==> config.mk <==
export PLATFORM = sky130hd
export DESIGN_NAME = partition_edge_cut_statistics_unit
export DESIGN_NICKNAME = d
export VERILOG_FILES = /design/src/pecs_pkg.sv /design/src/pecs_ram.sv /design/src/pecs_fold.sv /design/src/pecs_datapath.sv /design/src/pecs_ctrl.sv /design/src/partition_edge_cut_statistics_unit.sv
export VERILOG_INCLUDE_DIRS = /design/src /design/src/src
export SDC_FILE = /design/constraint.sdc
export NUM_CORES = 2
export LEC_CHECK = 0
export BUFFER_PORTS_ARGS = -buffer_cell sky130_fd_sc_hd__clkbuf_2
export CAP_MARGIN = 10
export CORE_ASPECT_RATIO = 0.5
export CORE_MARGIN = 5
export CORE_UTILIZATION = 40
export CTS_CLUSTER_SIZE = 20
export DETAILED_ROUTE_END_ITERATION = 8
export PLACE_DENSITY_LB_ADDON = 0.12
export SYNTH_ARGS = -nofsm -noshare
export SYNTH_HDL_FRONTEND = slang
export SYNTH_SLANG_ARGS = --single-unit
export TNS_END_PERCENT = 1
==> constraint.sdc <==
create_clock -name clock -period 13.7 [get_ports clock]
set_clock_uncertainty 0.15 [all_clocks]
set_input_delay 3.425 -clock clock [delete_from_list [all_inputs] [get_ports clock]]
set_output_delay 3.425 -clock clock [all_outputs]
set_load 0.05 [all_outputs]
==> src/assert_macros.svh <==
// ---------------------------------------------------------------------------
// assertion macros
// concurrent checks that drop out of synthesis builds
// ---------------------------------------------------------------------------
`ifndef ASSERT_MACROS_SVH
`define ASSERT_MACROS_SVH

`ifndef SYNTH

// antecedent holds -> consequent holds in the same cycle
`define ASSERT_IMP(label, clk, rst, ante, cons) \
   label: assert property (@(posedge clk) disable iff (rst) (ante) |-> (cons)) \
      else $error("assertion failed");

// antecedent holds -> consequent holds in the next cycle
`define ASSERT_NXT(label, clk, rst, ante, cons) \
   label: assert property (@(posedge clk) disable iff (rst) (ante) |=> (cons)) \
      else $error("assertion failed");

`else

`define ASSERT_IMP(label, clk, rst, ante, cons)
`define ASSERT_NXT(label, clk, rst, ante, cons)

`endif

`endif

==> src/pecs_pkg.sv <==
`timescale 1ns / 1ps
// ---------------------------------------------------------------------------
// pecs_pkg
// shared types, codes and helpers of the edge-cut statistics unit
// ---------------------------------------------------------------------------
package pecs_pkg;

   localparam int CNT_W    = 32;
   localparam int COLOUR_W = 16;
   localparam int KREG_W   = 4;
   localparam int SEL_W    = 3;
   localparam int CMD_W    = 2;

   localparam logic [KREG_W-1:0] K_RESET = 4'd2;

   typedef enum logic [CMD_W-1:0] {
      CMD_CLEAR = 2'd0,
      CMD_ENTRY = 2'd1,
      CMD_READ  = 2'd2,
      CMD_NONE  = 2'd3
   } cmd_code_type;

   // controller to datapath
   typedef struct packed {
      logic load;
      logic lookup;
      logic update;
      logic push;
   } ctrl_cmd_type;

   // datapath to controller
   typedef struct packed {
      logic fold_done;
   } dp_status_type;

   function automatic logic [CNT_W-1:0] sat_inc(input logic [CNT_W-1:0] v);
      return (v == '1) ? v : v + 1'b1;
   endfunction

endpackage

==> src/pecs_ram.sv <==
`timescale 1ns / 1ps
// ---------------------------------------------------------------------------
// pecs_ram
// simple dual-port ram, one write and one registered read per cycle
// ---------------------------------------------------------------------------
module pecs_ram #(
   parameter int WIDTH = 32,
   parameter int DEPTH = 64
) (
   input  logic                     clock,
   input  logic                     write_enable,
   input  logic [$clog2(DEPTH)-1:0] write_address,
   input  logic [WIDTH-1:0]         write_data,
   input  logic [$clog2(DEPTH)-1:0] read_address,
   output logic [WIDTH-1:0]         read_data
);

   logic [WIDTH-1:0] mem_ff [DEPTH];
   logic [WIDTH-1:0] read_data_ff;

   always_ff @(posedge clock) begin
      if (write_enable) begin
         mem_ff[write_address] <= write_data;
      end
      read_data_ff <= mem_ff[read_address];
   end

   assign read_data = read_data_ff;

endmodule

==> src/pecs_fold.sv <==
`timescale 1ns / 1ps
`include "assert_macros.svh"
// ---------------------------------------------------------------------------
// pecs_fold
// bit-serial colour fold: (c / k) % k for c >= k, else c
// ---------------------------------------------------------------------------
module pecs_fold #(
   parameter int CW = 16,
   parameter int KW = 4,
   parameter int IW = 3
) (
   input  logic          clock,
   input  logic          reset,
   input  logic          start,
   input  logic [CW-1:0] operand,
   input  logic [KW-1:0] divisor,
   output logic          done,
   output logic [IW-1:0] result
);

   localparam int CNTW = $clog2(CW);
   localparam int GW   = (CW > KW) ? CW : KW;

   logic [CW-1:0]   dividend_ff, dividend_in;
   logic [KW-1:0]   rem_ff, rem_in;
   logic [KW-1:0]   mod_ff, mod_in;
   logic [KW-1:0]   k_ff, k_in;
   logic [CNTW-1:0] cnt_ff, cnt_in;
   logic            busy_ff, busy_in;
   logic            ge_ff, ge_in;
   logic [IW-1:0]   small_ff, small_in;
   logic [KW:0]     rem_sh;
   logic [KW:0]     mod_sh;
   logic            q_bit;
   logic            last_step;

   always_comb begin
      rem_sh    = {rem_ff, dividend_ff[CW-1]};
      q_bit     = (rem_sh >= {1'b0, k_ff});
      // quotient bits feed a running remainder, so the modulo needs no second pass
      mod_sh    = {mod_ff, q_bit};
      last_step = busy_ff && (cnt_ff == CNTW'(CW - 1));

      dividend_in = dividend_ff;
      rem_in      = rem_ff;
      mod_in      = mod_ff;
      k_in        = k_ff;
      cnt_in      = cnt_ff;
      busy_in     = busy_ff;
      ge_in       = ge_ff;
      small_in    = small_ff;

      if (start) begin
         dividend_in = operand;
         rem_in      = '0;
         mod_in      = '0;
         k_in        = divisor;
         cnt_in      = '0;
         busy_in     = 1'b1;
         ge_in       = (GW'(operand) >= GW'(divisor));
         small_in    = IW'(operand);
      end else if (busy_ff) begin
         dividend_in = {dividend_ff[CW-2:0], 1'b0};
         rem_in      = q_bit ? KW'(rem_sh - {1'b0, k_ff}) : KW'(rem_sh);
         mod_in      = (mod_sh >= {1'b0, k_ff}) ? KW'(mod_sh - {1'b0, k_ff}) : KW'(mod_sh);
         cnt_in      = cnt_ff + 1'b1;
         if (last_step) begin
            busy_in = 1'b0;
         end
      end
   end

   always_ff @(posedge clock) begin
      if (reset) begin
         busy_ff <= 1'b0;
         cnt_ff  <= '0;
      end else begin
         busy_ff <= busy_in;
         cnt_ff  <= cnt_in;
      end
      dividend_ff <= dividend_in;
      rem_ff      <= rem_in;
      mod_ff      <= mod_in;
      k_ff        <= k_in;
      ge_ff       <= ge_in;
      small_ff    <= small_in;
   end

   assign done   = last_step;
   assign result = ge_ff ? IW'(mod_ff) : small_ff;

   `ASSERT_IMP(a_no_restart_busy, clock, reset, start, !busy_ff)

endmodule

==> src/pecs_datapath.sv <==
`timescale 1ns / 1ps
`include "assert_macros.svh"
// ---------------------------------------------------------------------------
// pecs_datapath
// item latch, colour folding, pair table, counters and result register
// ---------------------------------------------------------------------------
module pecs_datapath #(
   parameter int MAX_SUBGRAPHS = 8,
   parameter int COLOUR_BITS   = 16
) (
   input  logic                                 clock,
   input  logic                                 reset,
   input  logic                                 csr_write_enable,
   input  logic [pecs_pkg::KREG_W-1:0]          csr_write_data,
   input  logic [pecs_pkg::CMD_W-1:0]           req_command,
   input  logic [pecs_pkg::COLOUR_W-1:0]        req_vertex_colour,
   input  logic [pecs_pkg::COLOUR_W-1:0]        req_neighbour_colour,
   input  logic                                 req_has_neighbour,
   input  logic                                 req_last_of_vertex,
   input  logic [pecs_pkg::SEL_W-1:0]           req_read_row,
   input  logic [pecs_pkg::SEL_W-1:0]           req_read_col,
   input  pecs_pkg::ctrl_cmd_type               cmd,
   output pecs_pkg::dp_status_type              status,
   output logic [pecs_pkg::CNT_W-1:0]           rsp_pair_edges,
   output logic [pecs_pkg::CNT_W-1:0]           rsp_row_vertices,
   output logic [pecs_pkg::CNT_W-1:0]           rsp_lonely_vertices,
   output logic [pecs_pkg::CNT_W-1:0]           rsp_cut_entries,
   output logic [pecs_pkg::CNT_W-1:0]           rsp_total_entries
);

   localparam int CNT_W = pecs_pkg::CNT_W;
   localparam int MB    = (COLOUR_BITS < pecs_pkg::COLOUR_W) ? COLOUR_BITS
                                                             : pecs_pkg::COLOUR_W;
   localparam int IW    = $clog2(MAX_SUBGRAPHS);
   localparam int KW    = $clog2(MAX_SUBGRAPHS + 1);
   localparam int DEPTH = MAX_SUBGRAPHS * MAX_SUBGRAPHS;
   localparam int AW    = $clog2(DEPTH);
   localparam int RCW   = (KW > pecs_pkg::SEL_W) ? KW : pecs_pkg::SEL_W;

   logic [pecs_pkg::KREG_W-1:0] k_reg_ff, k_reg_in;
   pecs_pkg::cmd_code_type      cmd_ff, cmd_in;
   logic [MB-1:0]               vc_ff, vc_in;
   logic [MB-1:0]               nc_ff, nc_in;
   logic                        has_n_ff, has_n_in;
   logic                        last_ff, last_in;
   logic [pecs_pkg::SEL_W-1:0]  row_ff, row_in;
   logic [pecs_pkg::SEL_W-1:0]  col_ff, col_in;
   logic [AW-1:0]               addr_ff, addr_in;
   logic [DEPTH-1:0]            valid_ff, valid_in;
   logic [CNT_W-1:0]            counts_ff [MAX_SUBGRAPHS];
   logic [CNT_W-1:0]            counts_in [MAX_SUBGRAPHS];
   logic                        seen_ff, seen_in;
   logic [CNT_W-1:0]            lonely_ff, lonely_in;
   logic [CNT_W-1:0]            cut_ff, cut_in;
   logic [CNT_W-1:0]            entry_ff, entry_in;
   logic [CNT_W-1:0]            res_pair_ff, res_pair_in;
   logic [CNT_W-1:0]            res_row_ff, res_row_in;
   logic [CNT_W-1:0]            out_pair_ff, out_pair_in;
   logic [CNT_W-1:0]            out_row_ff, out_row_in;
   logic [CNT_W-1:0]            out_lonely_ff, out_lonely_in;
   logic [CNT_W-1:0]            out_cut_ff, out_cut_in;
   logic [CNT_W-1:0]            out_entry_ff, out_entry_in;

   logic [KW-1:0]    k_eff;
   logic             fold_start;
   logic             v_done;
   logic             n_done;
   logic [IW-1:0]    v_fold;
   logic [IW-1:0]    n_fold;
   logic             row_ok;
   logic             col_ok;
   logic [AW-1:0]    entry_addr;
   logic [AW-1:0]    read_addr;
   logic [AW-1:0]    lookup_addr;
   logic [CNT_W-1:0] ram_q;
   logic [CNT_W-1:0] pair_q;
   logic [CNT_W-1:0] pair_q_inc;
   logic [IW-1:0]    cnt_idx;
   logic [CNT_W-1:0] cnt_rd;
   logic             seen_now;
   logic             ram_we;

   // register value 0 means one colour, anything above the table size is clamped
   always_comb begin
      if (k_reg_ff == '0) begin
         k_eff = KW'(1);
      end else if (int'(k_reg_ff) > MAX_SUBGRAPHS) begin
         k_eff = KW'(MAX_SUBGRAPHS);
      end else begin
         k_eff = KW'(k_reg_ff);
      end
   end

   assign fold_start = cmd.load &&
                       (pecs_pkg::cmd_code_type'(req_command) == pecs_pkg::CMD_ENTRY);

   pecs_fold #(
      .CW (MB),
      .KW (KW),
      .IW (IW)
   ) u_fold_vertex (
      .clock   (clock),
      .reset   (reset),
      .start   (fold_start),
      .operand (MB'(req_vertex_colour)),
      .divisor (k_eff),
      .done    (v_done),
      .result  (v_fold)
   );

   pecs_fold #(
      .CW (MB),
      .KW (KW),
      .IW (IW)
   ) u_fold_neighbour (
      .clock   (clock),
      .reset   (reset),
      .start   (fold_start),
      .operand (MB'(req_neighbour_colour)),
      .divisor (k_eff),
      .done    (n_done),
      .result  (n_fold)
   );

   assign status.fold_done = v_done && n_done;

   always_comb begin
      row_ok      = (RCW'(row_ff) < RCW'(k_eff));
      col_ok      = (RCW'(col_ff) < RCW'(k_eff));
      entry_addr  = AW'(v_fold) * AW'(MAX_SUBGRAPHS) + AW'(n_fold);
      read_addr   = (row_ok && col_ok) ? AW'(row_ff) * AW'(MAX_SUBGRAPHS) + AW'(col_ff)
                                       : '0;
      lookup_addr = (cmd_ff == pecs_pkg::CMD_READ) ? read_addr : entry_addr;
      // cells never written since reset or clear read as zero
      pair_q      = valid_ff[addr_ff] ? ram_q : '0;
      pair_q_inc  = pecs_pkg::sat_inc(pair_q);
      cnt_idx     = (cmd_ff == pecs_pkg::CMD_READ) ? IW'(row_ff) : v_fold;
      cnt_rd      = counts_ff[cnt_idx];
      seen_now    = seen_ff || (has_n_ff && (v_fold == n_fold));
      ram_we      = cmd.update && (cmd_ff == pecs_pkg::CMD_ENTRY) && has_n_ff;
   end

   pecs_ram #(
      .WIDTH (CNT_W),
      .DEPTH (DEPTH)
   ) u_pair_ram (
      .clock         (clock),
      .write_enable  (ram_we),
      .write_address (addr_ff),
      .write_data    (pair_q_inc),
      .read_address  (lookup_addr),
      .read_data     (ram_q)
   );

   always_comb begin
      k_reg_in      = csr_write_enable ? csr_write_data : k_reg_ff;
      cmd_in        = cmd_ff;
      vc_in         = vc_ff;
      nc_in         = nc_ff;
      has_n_in      = has_n_ff;
      last_in       = last_ff;
      row_in        = row_ff;
      col_in        = col_ff;
      addr_in       = cmd.lookup ? lookup_addr : addr_ff;
      valid_in      = valid_ff;
      counts_in     = counts_ff;
      seen_in       = seen_ff;
      lonely_in     = lonely_ff;
      cut_in        = cut_ff;
      entry_in      = entry_ff;
      res_pair_in   = res_pair_ff;
      res_row_in    = res_row_ff;
      out_pair_in   = out_pair_ff;
      out_row_in    = out_row_ff;
      out_lonely_in = out_lonely_ff;
      out_cut_in    = out_cut_ff;
      out_entry_in  = out_entry_ff;

      if (cmd.load) begin
         cmd_in   = pecs_pkg::cmd_code_type'(req_command);
         vc_in    = MB'(req_vertex_colour);
         nc_in    = MB'(req_neighbour_colour);
         has_n_in = req_has_neighbour;
         last_in  = req_last_of_vertex;
         row_in   = req_read_row;
         col_in   = req_read_col;
      end

      if (cmd.update) begin
         res_pair_in = '0;
         res_row_in  = '0;
         unique case (cmd_ff)
            pecs_pkg::CMD_CLEAR: begin
               valid_in  = '0;
               counts_in = '{default: '0};
               seen_in   = 1'b0;
               lonely_in = '0;
               cut_in    = '0;
               entry_in  = '0;
            end
            pecs_pkg::CMD_ENTRY: begin
               if (has_n_ff) begin
                  valid_in[addr_ff] = 1'b1;
                  entry_in          = pecs_pkg::sat_inc(entry_ff);
                  // cut test uses the raw colours, not the folded ones
                  if ((k_eff != KW'(1)) && (vc_ff != nc_ff)) begin
                     cut_in = pecs_pkg::sat_inc(cut_ff);
                  end
               end
               if (last_ff) begin
                  if (!seen_now) begin
                     lonely_in = pecs_pkg::sat_inc(lonely_ff);
                  end
                  counts_in[v_fold] = pecs_pkg::sat_inc(cnt_rd);
                  seen_in           = 1'b0;
               end else begin
                  seen_in = seen_now;
               end
            end
            pecs_pkg::CMD_READ: begin
               if (row_ok && col_ok) begin
                  res_pair_in = (row_ff == col_ff) ? (pair_q >> 1) : pair_q;
               end
               if (row_ok) begin
                  res_row_in = cnt_rd;
               end
            end
            pecs_pkg::CMD_NONE: begin
               res_pair_in = '0;
            end
         endcase
      end

      if (cmd.push) begin
         out_pair_in   = res_pair_ff;
         out_row_in    = res_row_ff;
         out_lonely_in = lonely_ff;
         out_cut_in    = cut_ff;
         out_entry_in  = entry_ff;
      end
   end

   always_ff @(posedge clock) begin
      if (reset) begin
         k_reg_ff  <= pecs_pkg::K_RESET;
         valid_ff  <= '0;
         counts_ff <= '{default: '0};
         seen_ff   <= 1'b0;
         lonely_ff <= '0;
         cut_ff    <= '0;
         entry_ff  <= '0;
      end else begin
         k_reg_ff  <= k_reg_in;
         valid_ff  <= valid_in;
         counts_ff <= counts_in;
         seen_ff   <= seen_in;
         lonely_ff <= lonely_in;
         cut_ff    <= cut_in;
         entry_ff  <= entry_in;
      end
      cmd_ff        <= cmd_in;
      vc_ff         <= vc_in;
      nc_ff         <= nc_in;
      has_n_ff      <= has_n_in;
      last_ff       <= last_in;
      row_ff        <= row_in;
      col_ff        <= col_in;
      addr_ff       <= addr_in;
      res_pair_ff   <= res_pair_in;
      res_row_ff    <= res_row_in;
      out_pair_ff   <= out_pair_in;
      out_row_ff    <= out_row_in;
      out_lonely_ff <= out_lonely_in;
      out_cut_ff    <= out_cut_in;
      out_entry_ff  <= out_entry_in;
   end

   assign rsp_pair_edges      = out_pair_ff;
   assign rsp_row_vertices    = out_row_ff;
   assign rsp_lonely_vertices = out_lonely_ff;
   assign rsp_cut_entries     = out_cut_ff;
   assign rsp_total_entries   = out_entry_ff;

   `ASSERT_NXT(a_clear_empties, clock, reset, cmd.update && cmd_ff == pecs_pkg::CMD_CLEAR, entry_ff == '0 && valid_ff == '0 && !seen_ff)

endmodule

==> src/pecs_ctrl.sv <==
`timescale 1ns / 1ps
`include "assert_macros.svh"
// ---------------------------------------------------------------------------
// pecs_ctrl
// sequencer for one beat at a time: fold, table lookup, update, result
// ---------------------------------------------------------------------------
module pecs_ctrl (
   input  logic                         clock,
   input  logic                         reset,
   input  logic                         req_valid,
   input  logic [pecs_pkg::CMD_W-1:0]   req_command,
   output logic                         req_ready,
   output logic                         rsp_valid,
   input  logic                         rsp_ready,
   input  pecs_pkg::dp_status_type      status,
   output pecs_pkg::ctrl_cmd_type       cmd
);

   typedef enum logic [4:0] {
      ST_IDLE   = 5'b00001,
      ST_FOLD   = 5'b00010,
      ST_LOOKUP = 5'b00100,
      ST_UPDATE = 5'b01000,
      ST_OUTPUT = 5'b10000
   } ctrl_state_type;

   ctrl_state_type state_ff, state_in;
   logic           rsp_valid_ff, rsp_valid_in;
   logic           out_free;

   always_comb begin
      out_free  = !rsp_valid_ff || rsp_ready;
      state_in  = state_ff;
      cmd       = '0;
      req_ready = (state_ff == ST_IDLE);

      unique case (state_ff)
         ST_IDLE: begin
            if (req_valid) begin
               cmd.load = 1'b1;
               unique case (pecs_pkg::cmd_code_type'(req_command)) inside
                  pecs_pkg::CMD_ENTRY:                     state_in = ST_FOLD;
                  pecs_pkg::CMD_READ:                      state_in = ST_LOOKUP;
                  pecs_pkg::CMD_CLEAR, pecs_pkg::CMD_NONE: state_in = ST_UPDATE;
               endcase
            end
         end
         ST_FOLD: begin
            if (status.fold_done) begin
               state_in = ST_LOOKUP;
            end
         end
         ST_LOOKUP: begin
            cmd.lookup = 1'b1;
            state_in   = ST_UPDATE;
         end
         ST_UPDATE: begin
            cmd.update = 1'b1;
            state_in   = ST_OUTPUT;
         end
         ST_OUTPUT: begin
            if (out_free) begin
               cmd.push = 1'b1;
               state_in = ST_IDLE;
            end
         end
         default: begin
            state_in = ST_IDLE;
         end
      endcase

      if (cmd.push) begin
         rsp_valid_in = 1'b1;
      end else if (rsp_ready) begin
         rsp_valid_in = 1'b0;
      end else begin
         rsp_valid_in = rsp_valid_ff;
      end
   end

   always_ff @(posedge clock) begin
      if (reset) begin
         state_ff     <= ST_IDLE;
         rsp_valid_ff <= 1'b0;
      end else begin
         state_ff     <= state_in;
         rsp_valid_ff <= rsp_valid_in;
      end
   end

   assign rsp_valid = rsp_valid_ff;

   `ASSERT_IMP(a_push_only_free, clock, reset, cmd.push, !rsp_valid_ff || rsp_ready)
   `ASSERT_NXT(a_single_item, clock, reset, req_valid && req_ready, !req_ready)
   `ASSERT_NXT(a_push_shows_result, clock, reset, cmd.push, rsp_valid)

endmodule

==> src/partition_edge_cut_statistics_unit.sv <==
`timescale 1ns / 1ps
// ---------------------------------------------------------------------------
// partition_edge_cut_statistics_unit
// edge-cut and pair histogram statistics over a streamed, coloured graph
// ---------------------------------------------------------------------------
// Every request beat returns exactly one response beat, in order. An adjacency
// entry has both colours folded in parallel by bit-serial dividers that take
// one quotient bit per cycle, followed by the pair ram read, the counter update
// and loading the response register, after which rsp_valid rises. A read
// command skips the fold, and a clear or unused command skips the fold and the
// ram read. The sequencer returns to its idle state after each response is
// loaded and takes the next beat only there. One beat is worked on at a time;
// the response register holds a finished result while the next beat is
// accepted, and a stalled response holds the sequencer in its output state,
// blocking the next result from being loaded and any further beat from being
// accepted until then.
// Cleared and never-written table cells are tracked by a valid bit per cell,
// so there is no clearing sweep after reset or a clear command.
module partition_edge_cut_statistics_unit #(
   parameter int MAX_SUBGRAPHS = 8,
   parameter int COLOUR_BITS   = 16
) (
   input  logic                                 clock,
   input  logic                                 reset,

   // subgraph count register
   input  logic                                 csr_write_enable,
   input  logic [pecs_pkg::KREG_W-1:0]          csr_write_data,

   // request channel
   input  logic                                 req_valid,
   output logic                                 req_ready,
   input  logic [pecs_pkg::CMD_W-1:0]           req_command,
   input  logic [pecs_pkg::COLOUR_W-1:0]        req_vertex_colour,
   input  logic [pecs_pkg::COLOUR_W-1:0]        req_neighbour_colour,
   input  logic                                 req_has_neighbour,
   input  logic                                 req_last_of_vertex,
   input  logic [pecs_pkg::SEL_W-1:0]           req_read_row,
   input  logic [pecs_pkg::SEL_W-1:0]           req_read_col,

   // response channel
   output logic                                 rsp_valid,
   input  logic                                 rsp_ready,
   output logic [pecs_pkg::CNT_W-1:0]           rsp_pair_edges,
   output logic [pecs_pkg::CNT_W-1:0]           rsp_row_vertices,
   output logic [pecs_pkg::CNT_W-1:0]           rsp_lonely_vertices,
   output logic [pecs_pkg::CNT_W-1:0]           rsp_cut_entries,
   output logic [pecs_pkg::CNT_W-1:0]           rsp_total_entries
);

   pecs_pkg::ctrl_cmd_type  cmd;
   pecs_pkg::dp_status_type status;

   // sequencer: takes a beat through fold, lookup, update, output as needed
   pecs_ctrl u_ctrl (
      .clock       (clock),
      .reset       (reset),
      .req_valid   (req_valid),
      .req_command (req_command),
      .req_ready   (req_ready),
      .rsp_valid   (rsp_valid),
      .rsp_ready   (rsp_ready),
      .status      (status),
      .cmd         (cmd)
   );

   // colour folding, pair ram, saturating counters and response register
   pecs_datapath #(
      .MAX_SUBGRAPHS (MAX_SUBGRAPHS),
      .COLOUR_BITS   (COLOUR_BITS)
   ) u_datapath (
      .clock                (clock),
      .reset                (reset),
      .csr_write_enable     (csr_write_enable),
      .csr_write_data       (csr_write_data),
      .req_command          (req_command),
      .req_vertex_colour    (req_vertex_colour),
      .req_neighbour_colour (req_neighbour_colour),
      .req_has_neighbour    (req_has_neighbour),
      .req_last_of_vertex   (req_last_of_vertex),
      .req_read_row         (req_read_row),
      .req_read_col         (req_read_col),
      .cmd                  (cmd),
      .status               (status),
      .rsp_pair_edges       (rsp_pair_edges),
      .rsp_row_vertices     (rsp_row_vertices),
      .rsp_lonely_vertices  (rsp_lonely_vertices),
      .rsp_cut_entries      (rsp_cut_entries),
      .rsp_total_entries    (rsp_total_entries)
   );

endmodule
* Word level (Yosys, flattened, before mapping) *
Memory sizes are Yosys's and may differ from the RTL's. A register that Yosys moved wholly into a read port is not among the register bits.
Index checks and enable logic that the tools add are counted.

storage, ports and cells
  latch bits = 0
  output and inout port bits = 162
  word-level logic and storage cells = 211
  register bits after elaboration = 769
  memories = 1
  memory bits (writable) = 2048
  input port bits = 51
  bits in read-only memories = 0

memory list
  name                          words  bits a word  read ports  clocked after memory_dff  wr ports  RTL line        text
  u_datapath.u_pair_ram.mem_ff  64     32           1           1                         1         pecs_ram.sv:18  logic [WIDTH-1:0] mem_ff [DEPTH];

operators by class
  add/sub/neg operators = 13
  order comparisons = 14
  reductions and logical operators = 33
  div/mod/pow operators = 0
  bitwise operators = 5
  eq/ne operators = 31
  shift operators = 0
  $mul = 0
  mux-type cells = 67

operators by type and width
  cell                                           count
  case mux 256 bit (2 select lines)              1
  two-way mux 32 bit                             14
  bitwise mux 256 bit                            1
  two-way mux 256 bit                            1
  case mux 32 bit (2 select lines)               3
  adder 32 x 1 -> 32 bit, second input constant  5
  equality test 32 bit, second input constant    5
  case mux 64 bit (2 select lines)               1
  binary-select mux 32 bit (select 3 bit)        1
  demux 32 bit (select 3 bit)                    1
  two-way mux 16 bit                             4
  two-way mux 64 bit                             1
  bitwise OR 64 bit                              1
  greater-or-equal comparator 16 x 4 -> 1 bit    2
  two-way mux 31 bit                             1
  case mux 5 bit (5 select lines)                1
  two-way mux 4 bit                              6
  greater-or-equal comparator 5 x 4 -> 1 bit     4
  two-way mux 1 bit                              19
  inequality test 16 bit                         1
  subtractor 4 bit                               4
  two-way mux 5 bit                              3
  case mux 5 bit (3 select lines)                1
  inequality test 2 bit, second input constant   7
  38 further kinds                               75

* Longest topological paths before layout *
  depth in word-level cells = 11
  depth in mapped cells = 21

* Hierarchy *
Synthesis repeated with hierarchy kept, for this count alone.

second synthesis, totals
  cells, all modules = 6675
  area total of the unflattened synthesis = 113493.8 µm²

by module, submodules not included
  module                                    times used  area each (µm²)  seq. area each (µm²)  cells an instance
  pecs_ram                                  1           78515.3          62139.6               3324
  pecs_datapath                             1           30463.0          16595.9               2957
  pecs_fold at u_datapath.u_fold_neighbour  1           2058.2           980.9                 174
  pecs_fold at u_datapath.u_fold_vertex     1           2023.2           980.9                 167
  pecs_ctrl                                 1           434.2            120.1                 53

* Worst setup path after synthesis *
OpenSTA, ideal clock, no wires.

  path type = input to register
  start point = input rsp_ready
  end point = register u_datapath.out_cut_ff[0] (netlist: u_datapath.rsp_cut_entries[0]), enable pin
  path slack = 2.273 ns
  path buffers = 0
  arrival time = 10.577 ns
  library setup time = 0.699 ns
  stages on the path = 2
  cell sequence = nand2b_1 -> nor2b_1

RTL lines
  item                  RTL line                                  text
  from (decl)           partition_edge_cut_statistics_unit.sv:43  input logic rsp_ready,
  to (signal assigned)  pecs_datapath.sv:274                      out_cut_ff <= out_cut_in;
  to (decl)             pecs_datapath.sv:61                       logic [CNT_W-1:0] out_cut_ff, out_cut_in;

* Worst setup path after layout *
  start point = register u_datapath.k_reg_ff[3] (netlist bit)
  end point = register u_datapath.u_pair_ram.read_data_ff[9] (netlist: u_datapath.u_pair_ram.read_data[9]), read port of u_datapath.u_pair_ram.mem_ff

between the ends
  word-level cells in the longest chain between the ends = 7

ends and longest elaborated chain
  item                                            RTL line                                    text
  from (decl)                                     pecs_datapath.sv:40                         logic [pecs_pkg::KREG_W-1:0] k_reg_ff, k_reg_in;
  from (signal assigned)                          pecs_datapath.sv:245                        k_reg_ff <= pecs_pkg::K_RESET;
  from (signal assigned)                          pecs_datapath.sv:253                        k_reg_ff <= k_reg_in;
  > comparator 4 bit                              pecs_datapath.sv:87                         end else if (int'(k_reg_ff) > MAX_SUBGRAPHS) begin
  two-way mux 4 bit                               pecs_datapath.sv:87
  two-way mux 4 bit (*)                           pecs_datapath.sv:85                         if (k_reg_ff == '0) begin
  < comparator 3 x 4 -> 1 bit (on tied branches)  pecs_datapath.sv:128, pecs_datapath.sv:129
  logical AND 1 bit (*)                           pecs_datapath.sv:131                        read_addr = (row_ok && col_ok) ? AW'(row_ff) * AW'(MAX_SUBGRAPHS) + AW'(col_ff)
  two-way mux 6 bit (*)                           pecs_datapath.sv:131
  two-way mux 6 bit (*)                           pecs_datapath.sv:133                        lookup_addr = (cmd_ff == pecs_pkg::CMD_READ) ? read_addr : entry_addr;
  to (decl)                                       pecs_ram.sv:19                              logic [WIDTH-1:0] read_data_ff;

Mark *: on every way between the ends. The rest lies on a longest branch, timed or not.
A chain may end at the register's enable or synchronous reset.

==> results.toml <==
[cts]
tritoncts_num_sinks = 2849
cts-resized-gates = 0
htree_num_levels = 5
clock_path_buffers = 4
clock_tree_from_tritoncts = "yes"
clk_root_buffer_cell = "sky130_fd_sc_hd__clkbuf_16"
cts.repair_timing.setup_buffer_count = 0
clkSlewWorstSetupHoldPaths_ps = 60
hold_fix_buffers_cts = 0
clkLatencyLatePin_ps = 870
numCtsBuffers = 273

[timing]
rsz0062_at_grt = "false"
number_of_hold_slack_violations_in_the_final_timing_report = 0
post-route-period-util_pct = 51.0
period_needed_ps = 6990
final.setup.worst_slack_ps = 6710
setup-tns-final_ps = 0
clock.fmax_ghz = 0.143
final-max-slew-violation-count = 0
tightest_slew_ps = 1230
final-setup-viol-count = 0
slew_headroom_pct = 18.0

[global_route]
globalRouteTotalUtil_pct = 22.9
globalRouteOverflowTotal = 0
largest_net_degree_at_the_start_of_global_routing = 126
grt_pass1_wl_mm = 477
antenna_found_initial = 13
grt_pass1_vias = 64363

[layout]
design.final.nets = 7233
n_fill_cell = 23555
area_growth_pct = 13.7
drive_above_1_share_pct = 20.2

[yosys]
synthFlopType = "sky130_fd_sc_hd__edfxtp_1"
synth_enable_flop_cells = 2364
mappedNetlistArea_sq_um = 111000
syn_nets = 6915
yosysWarningCount = 0
synth.distinct_cells = 81
proportion_of_synthesized_chip_area_in_sequential_cells_pct = 72.9
synth_most_common_cell = "sky130_fd_sc_hd__edfxtp_1"
yosys_register_bits = 2849
ys_async_sr_fraction_pct = 0
synth_top_cell_area_share_pct = 64.1
synth_common_cells = "sky130_fd_sc_hd__edfxtp_1, sky130_fd_sc_hd__nand2_1, sky130_fd_sc_hd__mux4_2"
post_synth_inst_count = 6823
post_synth.cell_area_avg_sq_um = 16.2
synthTopCellsByArea = "sky130_fd_sc_hd__edfxtp_1, sky130_fd_sc_hd__mux4_2, sky130_fd_sc_hd__dfxtp_1"
synth_area_leader_cell = "sky130_fd_sc_hd__edfxtp_1"

[status]
result_of_the_run = "completed"

[routing]
drt_drc_violations_left = 0
detailedRoute.firstPassIterationCount = 6
dr_wl_cell_microns = 30.6
postRouteWirelength_mm = 337
final_antenna_net_count = 0
vias = 64379
viasPerCell = 5.85
drtIter0Drc = 6933

[placed_design]
gp_routability_congestion = 0.796
detailedPlacementHpwl_mm = 189
io_buffers = 212
pre_cts_ws_ps = 6760

[floorplanning]
die-area_sq_um = 288000
dieWidth_microns = 754
top_level_ports = 213
placementRows = 136
core_area_sq_um = 275000
floorplan.die.height_microns = 382
initial_utilization_pct = 40.2

[critical_path]
critical_path.top_delay_family = "buffers and inverters"
critical_path.cell_chain = "inv_1 > nand2_1 > ha_1 > o21ai_0 > a21oi_1 > o41ai_1 > buf_4 > a31oi_4 > buf_4 > inv_8 > buf_4 > buf_4 > mux4_2 > a22oi_1 > a21oi_1 > a21oi_1 > a21oi_1"
cp_capture_type = "flop"
timing.critical_path.arrival_ps = 7560
critPathMaxStageDelay_ps = 850
timing.critical_path.from_type = "flop"
crit_path_top_delay_cell = "sky130_fd_sc_hd__a21oi_1"
cp_max_fo = 93
worst_path_bufs_invs = 6
cp_data_required_time_ps = 14270
worstSetupPathType = "flop to flop"

[pwr]
cellPowerDensity_nw_per_um2 = 163
irDropWorstVdd_uv = 112
leakage_nw = 41.1

[min_path]
hold_class = "flop to flop"

[flow_run]
max-cap-violations = 0
-- sequential cells by signal (all words and copies together) (netlist names), 32 cells and up --
name / flops
u_datapath.entry_ff: 32
u_datapath.lonely_ff: 32
u_datapath.rsp_total_entries: 32
u_datapath.rsp_pair_edges: 32
u_datapath.res_row_ff: 32
u_datapath.u_pair_ram.mem_ff: 2048
u_datapath.counts_ff: 256
u_datapath.u_pair_ram.read_data: 32
u_datapath.cut_ff: 32
u_datapath.rsp_lonely_vertices: 32
u_datapath.valid_ff: 64
u_datapath.res_pair_ff: 32
u_datapath.rsp_row_vertices: 32
u_datapath.rsp_cut_entries: 32
-- routing by layer --
metal | global-route usage [%] | up-vias | routed length [microns]
li1 | - | 27034 | -
met1 | 32.5 | 34091 | 146000
met2 | 36.1 | 2724 | 155000
met3 | 4.69 | 526 | 27200
met4 | 5.96 | 4 | 8600
met5 | 0 | - | 27
-- worst register-to-register path: stages, from the launching register on --
cell and delay, ps:
sky130_fd_sc_hd__dfxtp_1 570, sky130_fd_sc_hd__inv_1 180, sky130_fd_sc_hd__nand2_1 210, sky130_fd_sc_hd__ha_1 270, sky130_fd_sc_hd__o21ai_0 150, sky130_fd_sc_hd__a21oi_1 80
sky130_fd_sc_hd__o41ai_1 370, sky130_fd_sc_hd__buf_4 220, sky130_fd_sc_hd__a31oi_4 90, sky130_fd_sc_hd__buf_4 380, sky130_fd_sc_hd__inv_8 780, sky130_fd_sc_hd__buf_4 810
sky130_fd_sc_hd__buf_4 710, sky130_fd_sc_hd__mux4_2 420, sky130_fd_sc_hd__a22oi_1 300, sky130_fd_sc_hd__a21oi_1 170, sky130_fd_sc_hd__a21oi_1 850, sky130_fd_sc_hd__a21oi_1 160
-- where the power goes --
part / switching [W] / total (W) / leakage, nW / internal (W)
combinational: 0.00223 / 0.00345 / 11.4 / 0.00122
clock: 0.00324 / 0.00732 / 4.09 / 0.00407
sequential: 0.000271 / 0.00973 / 25.6 / 0.00946
total: 0.00574 / 0.0205 / 41.1 / 0.0148
-- final timing paths --
check             depth (start not counted)                                    start  slack, ps                                         end
hold reg to reg                           0  u_datapath.res_row_ff[22]$_SDFFCE_PN0N_        270   u_datapath.rsp_row_vertices[22]$_DFFE_PP_
hold / removal                            0  u_datapath.res_row_ff[22]$_SDFFCE_PN0N_        270   u_datapath.rsp_row_vertices[22]$_DFFE_PP_
setup reg to reg                         17      u_datapath.k_reg_ff[3]$_SDFFE_PP0P_       6710  u_datapath.u_pair_ram.read_data[9]$_DFF_P_
setup / recovery                         17      u_datapath.k_reg_ff[3]$_SDFFE_PP0P_       6710  u_datapath.u_pair_ram.read_data[9]$_DFF_P_
-- logic make-up after synthesis --
family	Yosys count	share of synthesized area, %
DFF	2849	72.9
and+or+nand+nor	1928	7.69
AOI/OAI and AO/OA	806	4.37
muxes	627	11.8
buffers and inverters	407	1.45
xor gates and xnor gates	165	1.34
adders and majority gates	41	0.490
-- through the flow --
stage	power, W	util [%]	instances	cell area (sq um)	hold WS [ps]
2_1_floorplan	0.0119	-	6823	111000	250
3_3_place_gp	0.0133	42.6	10512	117000	259
3_5_place_dp	0.0134	42.6	10514	117000	256
4_1_cts	0.0207	45.7	10991	126000	269
5_1_grt	0.0213	45.8	11000	126000	274
6_report	0.0205	45.8	11010	126000	270
-- area by class of cell --
cell class | count | area [sq um] | share of cell area [%]
Antenna cell | 10 | 25.0 | 0.0199
Clock buffer | 390 | 7710 | 6.12
Clock inverter | 87 | 672 | 0.534
Inverter | 39 | 163 | 0.129
Multi-Input combinational cell | 3567 | 29400 | 23.3
Sequential cell | 2849 | 80700 | 64.1
Tap cell | 3657 | 4580 | 3.63
Timing Repair Buffer | 411 | 2690 | 2.14
-- layout by cell type (no fill, tap or decap), types with 91 or more instances in the layout --
cell type	Yosys	final
sky130_fd_sc_hd__edfxtp_1	2364	2364
sky130_fd_sc_hd__nand2_1	959	958
sky130_fd_sc_hd__mux4_2	537	537
sky130_fd_sc_hd__dfxtp_1	485	485
sky130_fd_sc_hd__nor2_1	382	290
sky130_fd_sc_hd__clkbuf_16	0	280
sky130_fd_sc_hd__a21oi_1	287	273
sky130_fd_sc_hd__nand3_1	224	224
sky130_fd_sc_hd__o21ai_0	223	222
sky130_fd_sc_hd__clkbuf_2	3	212
sky130_fd_sc_hd__buf_4	5	186
sky130_fd_sc_hd__xor2_1	102	101
sky130_fd_sc_hd__nor2_4	0	91
No activity file was read; power rests on OpenSTA's default activity.
